===== config.mk =====
export PLATFORM = sky130hd
export DESIGN_NAME = email_syntax_checker_core_flat
export DESIGN_NICKNAME = d
export VERILOG_FILES = /design/src/rtl/esc_pkg.sv /design/src/rtl/esc_char_if.sv /design/src/rtl/esc_res_if.sv /design/src/rtl/esc_in_stage.sv /design/src/rtl/esc_rules.sv /design/src/rtl/email_syntax_checker_core.sv /design/src/flat_wrapper.sv
export VERILOG_INCLUDE_DIRS = /design/src /design/src/rtl
export SDC_FILE = /design/constraint.sdc
export NUM_CORES = 1
export LEC_CHECK = 0
export BUFFER_PORTS_ARGS = -buffer_cell sky130_fd_sc_hd__buf_2
export CAP_MARGIN = 20
export CORE_MARGIN = 2
export CORE_UTILIZATION = 30
export CTS_BUF_LIST = sky130_fd_sc_hd__clkbuf_4
export CTS_CLUSTER_DIAMETER = 40
export CTS_CLUSTER_SIZE = 14
export DETAILED_ROUTE_END_ITERATION = 16
export PLACE_DENSITY = 0.55
export REMOVE_ABC_BUFFERS = 1
export SYNTH_ARGS = -nofsm -noshare
export SYNTH_HDL_FRONTEND = slang
export SYNTH_SLANG_ARGS = --single-unit
export TNS_END_PERCENT = 5

===== constraint.sdc =====
create_clock -name clk -period 5.7 [get_ports clk]
set_clock_uncertainty 0.2 [all_clocks]
set_input_delay 0.285 -clock clk [delete_from_list [all_inputs] [get_ports clk]]
set_output_delay 0.285 -clock clk [all_outputs]
set_load 0.02 [all_outputs]

===== src/rtl/assert_macros.svh =====
// Assertion macros shared by the RTL of the address syntax checker.
// Depends on nothing; included by files that carry concurrent checks.
`ifndef ASSERT_MACROS_SVH
`define ASSERT_MACROS_SVH
`ifndef SYNTH
// Same-cycle implication, disabled while reset is asserted.
`define ESC_ASSERT_NOW(label, clk, rst_n, ante, cons) \
    label: assert property (@(posedge clk) disable iff (!rst_n) (ante) |-> (cons)) \
        else $error("assertion failed");
// Next-cycle implication, disabled while reset is asserted.
`define ESC_ASSERT_NEXT(label, clk, rst_n, ante, cons) \
    label: assert property (@(posedge clk) disable iff (!rst_n) (ante) |=> (cons)) \
        else $error("assertion failed");
`else
`define ESC_ASSERT_NOW(label, clk, rst_n, ante, cons)
`define ESC_ASSERT_NEXT(label, clk, rst_n, ante, cons)
`endif
`endif


===== src/rtl/esc_pkg.sv =====
// Shared types, constants and the character class function of the checker.
// Depends on nothing.
package esc_pkg;

    localparam int MAX_LEN_DEF = 128;

    localparam logic [7:0] CH_AT  = 8'h40;
    localparam logic [7:0] CH_DOT = 8'h2E;
    localparam logic [7:0] CH_UND = 8'h5F;
    localparam logic [7:0] CH_DSH = 8'h2D;

    typedef logic [7:0] char_t;

    // One character held in the input register, with its valid and last flags.
    typedef struct packed {
        logic  valid;
        char_t ch;
        logic  last;
    } stage_t;

    // True for letters, digits, underscore, dash and dot.
    function automatic logic is_allowed(input char_t c);
        logic ok;
        begin
            ok = ((c >= 8'h61) && (c <= 8'h7A)) ||
                 ((c >= 8'h41) && (c <= 8'h5A)) ||
                 ((c >= 8'h30) && (c <= 8'h39)) ||
                 (c == CH_UND) || (c == CH_DSH) || (c == CH_DOT);
            return ok;
        end
    endfunction

endpackage


===== src/rtl/esc_char_if.sv =====
// Channel that carries one address character per item.
// Depends on esc_pkg.
interface esc_char_if;
    logic          valid;
    logic          ready;
    esc_pkg::char_t ch;
    logic          last;

    modport source (output valid, output ch, output last, input ready);
    modport sink   (input valid, input ch, input last, output ready);
endinterface


===== src/rtl/esc_res_if.sv =====
// Channel that carries one valid flag per completed address.
// Depends on nothing.
interface esc_res_if;
    logic valid;
    logic ready;
    logic valid_res;

    modport source (output valid, output valid_res, input ready);
    modport sink   (input valid, input valid_res, output ready);
endinterface


===== src/rtl/esc_in_stage.sv =====
// Input register of the checker: takes one character item per cycle unless its held item stalls.
// Depends on esc_pkg and esc_char_if.
module esc_in_stage (
    input  logic            clk,
    input  logic            rst_n,
    esc_char_if.sink        char_in,
    input  logic            adv,
    output esc_pkg::stage_t stage
);
    import esc_pkg::*;

    logic  valid_reg;
    char_t ch_reg;
    logic  last_reg;

    // The register may load when empty or when its item moves on this cycle.
    assign char_in.ready = !valid_reg || adv;

    // Valid flag of the held item.
    always_ff @(posedge clk or negedge rst_n)
    begin
        if (!rst_n)
        begin
            valid_reg <= 1'b0;
        end
        else if (char_in.ready)
        begin
            valid_reg <= char_in.valid;
        end
    end

    // Payload of the held item.
    always_ff @(posedge clk)
    begin
        if (char_in.ready && char_in.valid)
        begin
            ch_reg   <= char_in.ch;
            last_reg <= char_in.last;
        end
    end

    assign stage.valid = valid_reg;
    assign stage.ch    = ch_reg;
    assign stage.last  = last_reg;
endmodule


===== src/rtl/esc_rules.sv =====
// Rule state of the checker and the result register.
// Depends on esc_pkg and esc_res_if.
module esc_rules #(
    parameter int MAX_LEN = esc_pkg::MAX_LEN_DEF
) (
    input  logic            clk,
    input  logic            rst_n,
    input  esc_pkg::stage_t stage,
    output logic            adv,
    esc_res_if.source       res_out
);
    import esc_pkg::*;

    // The count saturates one above the longest legal address.
    localparam int CNT_W = $clog2(MAX_LEN + 2);
    localparam logic [CNT_W-1:0] CNT_SAT = CNT_W'(MAX_LEN + 1);

    logic [CNT_W-1:0] count_reg, count_next;
    logic seen_at_reg, seen_at_next;
    logic nonempty_reg, nonempty_next;
    logic prev_dot_reg, prev_dot_next;
    logic dom_dot_reg, dom_dot_next;
    logic failed_reg, failed_next;
    logic res_valid_reg;
    logic valid_res_reg;
    logic ok;

    // A final character needs the result register free; others always move.
    assign adv = stage.valid && (!stage.last || !res_valid_reg || res_out.ready);

    // Flag update for one character.
    always_comb
    begin
        count_next    = (count_reg == CNT_SAT) ? count_reg : count_reg + CNT_W'(1);
        seen_at_next  = seen_at_reg;
        nonempty_next = nonempty_reg;
        prev_dot_next = prev_dot_reg;
        dom_dot_next  = dom_dot_reg;
        failed_next   = failed_reg;
        if ((stage.ch == CH_AT) && !seen_at_reg)
        begin
            // The name part must be nonempty and must not end with a dot.
            if (!nonempty_reg || prev_dot_reg)
            begin
                failed_next = 1'b1;
            end
            seen_at_next  = 1'b1;
            nonempty_next = 1'b0;
            prev_dot_next = 1'b0;
        end
        else if (!is_allowed(stage.ch))
        begin
            failed_next   = 1'b1;
            nonempty_next = 1'b1;
            prev_dot_next = 1'b0;
        end
        else if (stage.ch == CH_DOT)
        begin
            // A dot that opens a part or follows another dot breaks a rule.
            if (!nonempty_reg || prev_dot_reg)
            begin
                failed_next = 1'b1;
            end
            prev_dot_next = 1'b1;
            nonempty_next = 1'b1;
            if (seen_at_reg)
            begin
                dom_dot_next = 1'b1;
            end
        end
        else
        begin
            prev_dot_next = 1'b0;
            nonempty_next = 1'b1;
        end
        ok = !failed_next && seen_at_next && nonempty_next && !prev_dot_next &&
             dom_dot_next && (count_next != CNT_SAT);
    end

    // Rule state: updated per character, cleared after each final character.
    always_ff @(posedge clk or negedge rst_n)
    begin
        if (!rst_n)
        begin
            count_reg    <= '0;
            seen_at_reg  <= 1'b0;
            nonempty_reg <= 1'b0;
            prev_dot_reg <= 1'b0;
            dom_dot_reg  <= 1'b0;
            failed_reg   <= 1'b0;
        end
        else if (adv)
        begin
            if (stage.last)
            begin
                count_reg    <= '0;
                seen_at_reg  <= 1'b0;
                nonempty_reg <= 1'b0;
                prev_dot_reg <= 1'b0;
                dom_dot_reg  <= 1'b0;
                failed_reg   <= 1'b0;
            end
            else
            begin
                count_reg    <= count_next;
                seen_at_reg  <= seen_at_next;
                nonempty_reg <= nonempty_next;
                prev_dot_reg <= prev_dot_next;
                dom_dot_reg  <= dom_dot_next;
                failed_reg   <= failed_next;
            end
        end
    end

    // Result register valid flag.
    always_ff @(posedge clk or negedge rst_n)
    begin
        if (!rst_n)
        begin
            res_valid_reg <= 1'b0;
        end
        else if (adv && stage.last)
        begin
            res_valid_reg <= 1'b1;
        end
        else if (res_out.ready)
        begin
            res_valid_reg <= 1'b0;
        end
    end

    // Result payload.
    always_ff @(posedge clk)
    begin
        if (adv && stage.last)
        begin
            valid_res_reg <= ok;
        end
    end

    assign res_out.valid     = res_valid_reg;
    assign res_out.valid_res = valid_res_reg;
endmodule


===== src/rtl/email_syntax_checker_core.sv =====
// Address syntax checker: one character item in per cycle while no final
// character waits on res_out, one flag out per address. Usage:
//   char_in carries ch (8-bit ASCII) and last, which marks the final
//   character. res_out carries valid_res, one item per address.
//   Both channels move an item when valid and ready are high at a clock edge.
//   The flag for an address is registered: its final character passes the
//   input register, and the result register loads when it moves on from
//   there (a final character moves only when the result register is free).
//   Throughput: one character per cycle while res_out takes results, set by
//   the single input register feeding the rules; addresses may follow with no gap.
//   Reset (rst_n low) clears the rule state and both valid flags.
//   When res_out stalls, non-final characters keep flowing; a final
//   character waits in the input register and char_in.ready drops only
//   once that register holds it and the result is still not taken.
// Depends on esc_pkg, esc_char_if, esc_res_if, esc_in_stage, esc_rules.
`include "assert_macros.svh"
module email_syntax_checker_core #(
    parameter int MAX_LEN = esc_pkg::MAX_LEN_DEF
) (
    input  logic       clk,
    input  logic       rst_n,
    esc_char_if.sink   char_in,
    esc_res_if.source  res_out
);
    import esc_pkg::*;

    stage_t stage;
    logic   adv;

    // Input register.
    esc_in_stage u_in_stage (
        .clk     (clk),
        .rst_n   (rst_n),
        .char_in (char_in),
        .adv     (adv),
        .stage   (stage)
    );

    // Rule evaluation and result register.
    esc_rules #(
        .MAX_LEN (MAX_LEN)
    ) u_rules (
        .clk     (clk),
        .rst_n   (rst_n),
        .stage   (stage),
        .adv     (adv),
        .res_out (res_out)
    );

    // A held item that cannot move blocks the input channel.
    `ESC_ASSERT_NOW(a_hold_blocks, clk, rst_n, stage.valid && !adv, !char_in.ready)
    // A final character that moves on yields a result in the next cycle.
    `ESC_ASSERT_NEXT(a_last_gives_res, clk, rst_n, adv && stage.last, res_out.valid)
    // Only a final character can start a new result.
    `ESC_ASSERT_NOW(a_res_from_last, clk, rst_n, $rose(res_out.valid), $past(adv && stage.last))
endmodule

===== src/flat_wrapper.sv =====
// flat-port wrapper written by rule: the top's interface ports become plain ports
module email_syntax_checker_core_flat import esc_pkg::*;
#(
    parameter int MAX_LEN = esc_pkg::MAX_LEN_DEF
)
  (clk, rst_n, char_in_valid, char_in_ch, char_in_last, char_in_ready, res_out_valid, res_out_valid_res, res_out_ready);
  esc_char_if char_in_i ();
  esc_res_if res_out_i ();
  input  logic clk;
  input  logic rst_n;
  input wire logic [$bits(char_in_i.valid)-1:0] char_in_valid;
  input wire logic [$bits(char_in_i.ch)-1:0] char_in_ch;
  input wire logic [$bits(char_in_i.last)-1:0] char_in_last;
  output wire logic [$bits(char_in_i.ready)-1:0] char_in_ready;
  output wire logic [$bits(res_out_i.valid)-1:0] res_out_valid;
  output wire logic [$bits(res_out_i.valid_res)-1:0] res_out_valid_res;
  input wire logic [$bits(res_out_i.ready)-1:0] res_out_ready;
  assign char_in_i.valid = char_in_valid;
  assign char_in_i.ch = char_in_ch;
  assign char_in_i.last = char_in_last;
  assign char_in_ready = char_in_i.ready;
  assign res_out_valid = res_out_i.valid;
  assign res_out_valid_res = res_out_i.valid_res;
  assign res_out_i.ready = res_out_ready;
  email_syntax_checker_core #(.MAX_LEN(MAX_LEN)) u_core (.clk(clk), .rst_n(rst_n), .char_in(char_in_i), .res_out(res_out_i));
endmodule

==> results.env <==
SETUP.WORST_PATH.CLASS='reg -> reg'
REQUIRED_PS=5590
SYNTH-EDFF-COUNT=10
PLACED_CELLS_INCL_TAPS=198
DETAIL_ROUTE.DRC_VIOLATIONS=0
CTS_INSERTED_BUFFERS=3
ROWS=24
CELLINTERNALPOWER_mW=0.258
SWITCHING_SHARE_PCT=28.4
YOSYSTOPAREACELL='sky130_fd_sc_hd__dfrtp_1'
POWER.NET_SWITCHING_mW=0.102
GRT.MET3_USAGE_PCT=3.52
GRT.MET1_USAGE_PCT=13.7
MIN_PERIOD_OVER_PERIOD_PCT=46.5
IO_PINS=16
SYNTHDOMINANTCELLAREASHARE_PCT=27.4
LEAKAGEPOWER_nW=0.643
FLOORPLAN.INITIALDENSITY_PCT=31.2
GP_CONGESTION=0.943
CRITICAL_PATH_ARRIVAL_PS=2530
PERIOD_MINUS_SLACK_PS=2650
TIMING.CRITICAL_PATH.FROM_TYPE='register'
SETUP_TNS_PS=0
GRT.TOTAL_USAGE_PCT=12.4
AREA_OF_THE_PLACEABLE_CORE_UM2=4380
AREA_OF_THE_MAPPED_NETLIST_UM2=1370
POST_SYNTH_MOST_FREQUENT_CELLS='sky130_fd_sc_hd__dfrtp_1 (15), sky130_fd_sc_hd__o21ai_0 (14), sky130_fd_sc_hd__edfxtp_1 (10), sky130_fd_sc_hd__nor2_1 (10), sky130_fd_sc_hd__nand2_1 (9)'
MAX-VDD-IR-DROP_mV=0.160
CLOCK_PATH_BUFFERS=2
REPORT.FINAL.SLEW_VIOL_COUNT=0
FINAL-HOLD-VIOLATION-COUNT=0
PLACE_HPWL_UM=2100
GLOBALROUTEMET2UTIL_PCT=23.3
DETAIL-ROUTE-ANTENNA-NETS=0
TOTAL_ROUTED_WIRELENGTH_UM=2890
VIA_COUNT_OF_THE_FIRST_GLOBAL_ROUTING_PASS=1141
TRITONCTS='built'
YS_ASYNC_SR_FRACTION_PCT=60.0
WORSTPATHMAXFANOUT=9
FINAL.FILL_COUNT=434
CELLPOWERDENSITY_nW_PER_UM2=220
DR.PASS1.ITERS=4
MAXSLEWHEADROOM_PCT=54.8
DIE-AREA_UM2=5110
YOSYSSEQAREASHARE_PCT=49.4
DRT-VIAS-PER-INSTANCE=5.26
WORST_SKEW_PAIR_LATER_PIN_LATENCY_PS=320
CATEGORY_OF_THE_WORST_SETUP_PATH_CAPTURE_POINT='register'
NETLIST_INSTANCES=134
CTS-HTREE-LEVELS=1
POST_CTS_BUFFERS=0
PORT_BUFFERS=15
LAYOUTNONFILLERINSTCOUNT=213
NUMCLOCKSINKS=25
ANTENNA_CELLS_INSERTED=0
ANTENNA_FOUND_INITIAL=0
MIN_PATH_TYPE='in -> reg'
LAYOUT.NETS=177
DRIVE_GT1_SHARE_PCT=16.8
GLOBALROUTE.BUSIESTLAYER='met2'
SYNTH_AREA_LEADERS='sky130_fd_sc_hd__dfrtp_1 (27%), sky130_fd_sc_hd__edfxtp_1 (22%), sky130_fd_sc_hd__o21ai_0 (5.1%)'
RSZ0062_AT_GRT='false'
CLK_ROOT_BUFFER_CELL='sky130_fd_sc_hd__clkbuf_4'
FIN_WORST_HOLD_SLACK_PS=46.6
MULTI_INPUT_AREA_UM2=654
SYNTHESIS.AREA_PER_INSTANCE_UM2=10.2
FMAXACHIEVABLE_GHz=0.378
MAXIMUM_CAPACITANCE_VIOLATIONS=0
DRT-WIRELENGTH-PER-CELL_UM=13.6
SETUP.REG_TO_REG.WORST_SLACK_PS=3050
COUNT_OF_CELL_TYPES_IN_THE_NETLIST=49
CTS.REPORTEDPATHS.CLKPINSLEW_PS=150
POST-LAYOUT-TOTAL-POWER_mW=0.360
ACTUAL_TRANSITION_AT_THE_WORST_MAX_TRANSITION_PIN_PS=671
POSTSYNTH.TOPFLOPCELL='sky130_fd_sc_hd__dfrtp_1'
REGAREA_UM2=676
PROPORTION_OF_POWER_DRAWN_BY_COMBINATIONAL_GATES_PCT=16.4
GRT_PASS1_WL_UM=5000
SYN_TO_FINAL_GROWTH_PCT=19.6
GRT_OVERFLOW_TOTAL=0
INITIAL_DETAILED_ROUTING_VIOLATION_COUNT=33
VIAS=1121
YS.WARNINGS.COUNT=0
STATUS='complete, no violations'
POST-SYNTH-TOP-COUNT-CELL='sky130_fd_sc_hd__dfrtp_1'
DIE_Y_UM=71.5
GRT_MAX_DEGREE=17
YOSYS_REGISTER_BITS=25
CLKPWRFRAC_PCT=23.9
SHARE_SEQ_OF_TOTAL_POWER_PCT=59.8
SETUP_VIOLATIONS=0
DIE-WIDTH_UM=71.5
what timing repair did:
item | in CTS | in global routing
endpoints found under the hold margin | 25 | 0
hold buffers | 11 | 0
setup endpoints to repair | 0 | 0
gates resized for setup | 0 | 0
power groups by stage:
stage               registers [mW]  logic, mW  clock network, mW
floorplan                    0.216     0.0354                  0
global placement             0.217     0.0505                  0
detailed placement           0.219     0.0533                  0
CTS                          0.215     0.0598             0.0912
global route                 0.217     0.0679             0.0979
finish                       0.215     0.0588             0.0858
layout by cell type (no fill, tap or decap), types with 3 or more instances in the layout:
| master | n |
|---|---|
| sky130_fd_sc_hd__nand3_1 | 5 |
| sky130_fd_sc_hd__nand2_1 | 9 |
| sky130_fd_sc_hd__dlygate4sd3_1 | 11 |
| sky130_fd_sc_hd__buf_2 | 16 |
| sky130_fd_sc_hd__clkbuf_4 | 3 |
| sky130_fd_sc_hd__dfrtp_1 | 15 |
| sky130_fd_sc_hd__edfxtp_1 | 10 |
| sky130_fd_sc_hd__inv_1 | 5 |
| sky130_fd_sc_hd__o21ai_0 | 14 |
| sky130_fd_sc_hd__nand2b_1 | 5 |
| sky130_fd_sc_hd__o31ai_1 | 5 |
| sky130_fd_sc_hd__a21oi_1 | 5 |
| sky130_fd_sc_hd__nor2b_1 | 4 |
| sky130_fd_sc_hd__nor2_1 | 10 |
critical path: stages (launching register included):
cell and delay, ps:
sky130_fd_sc_hd__dfrtp_1 490, sky130_fd_sc_hd__ha_1 300, sky130_fd_sc_hd__nand3_1 120, sky130_fd_sc_hd__or4b_2 610, sky130_fd_sc_hd__o311a_1 140, sky130_fd_sc_hd__a2111oi_0 440, sky130_fd_sc_hd__nor4_1 100
per-stage QoR:
step                      setup WS (ps)  cell area [um2]  utilization [%]
after floorplan                    3290             1350                -
after global placement             3110             1490             34.0
after detailed placement           3080             1490             34.1
after CTS                          3000             1640             37.3
after global routing               2900             1640             37.3
final                              3050             1640             37.3
layout make-up:
type,instances,share of cell area [%]
well taps,52,3.98
clock buffers,3,1.38
multi-input cells,100,40.0
inverters,5,1.15
flip-flops and latches,25,41.3
repair buffers,27,11.6
clock inverters,1,0.536
final timing paths:
| check | end | from | cells after the start |
|---|---|---|---|
| max reg2reg | u_core.u_rules.res_out.valid_res | u_core.u_rules.count_reg[0] | 6 |
| max | u_core.u_rules.res_out.valid_res | u_core.u_rules.count_reg[0] | 6 |
| max in group asynchronous | u_core.u_rules.prev_dot_reg | rst_n | 2 |
| min | u_core.u_rules.res_out.valid | res_out_ready | 3 |
| min reg2reg | u_core.u_rules.nonempty_reg | u_core.u_rules.nonempty_reg | 2 |
| min in group asynchronous | u_core.u_rules.count_reg[6] | rst_n | 2 |
layer usage:
metal  up-vias  wire length, um
li1        568                -
met1       527             1250
met2        22             1530
met5         -                0
met3         4               74
met4         0               41
cell families after synthesis:
| family | count (synthesis) | share of synthesized area, % |
|---|---|---|
| and+or+nand+nor | 55 | 25.0 |
| DFF | 25 | 49.4 |
| muxes | 1 | 0.732 |
| buffers and inverters | 9 | 2.75 |
| adders and majority gates | 2 | 1.83 |
| AOI/OAI and AO/OA | 42 | 20.3 |
No activity file was read; power rests on OpenSTA's default activity.
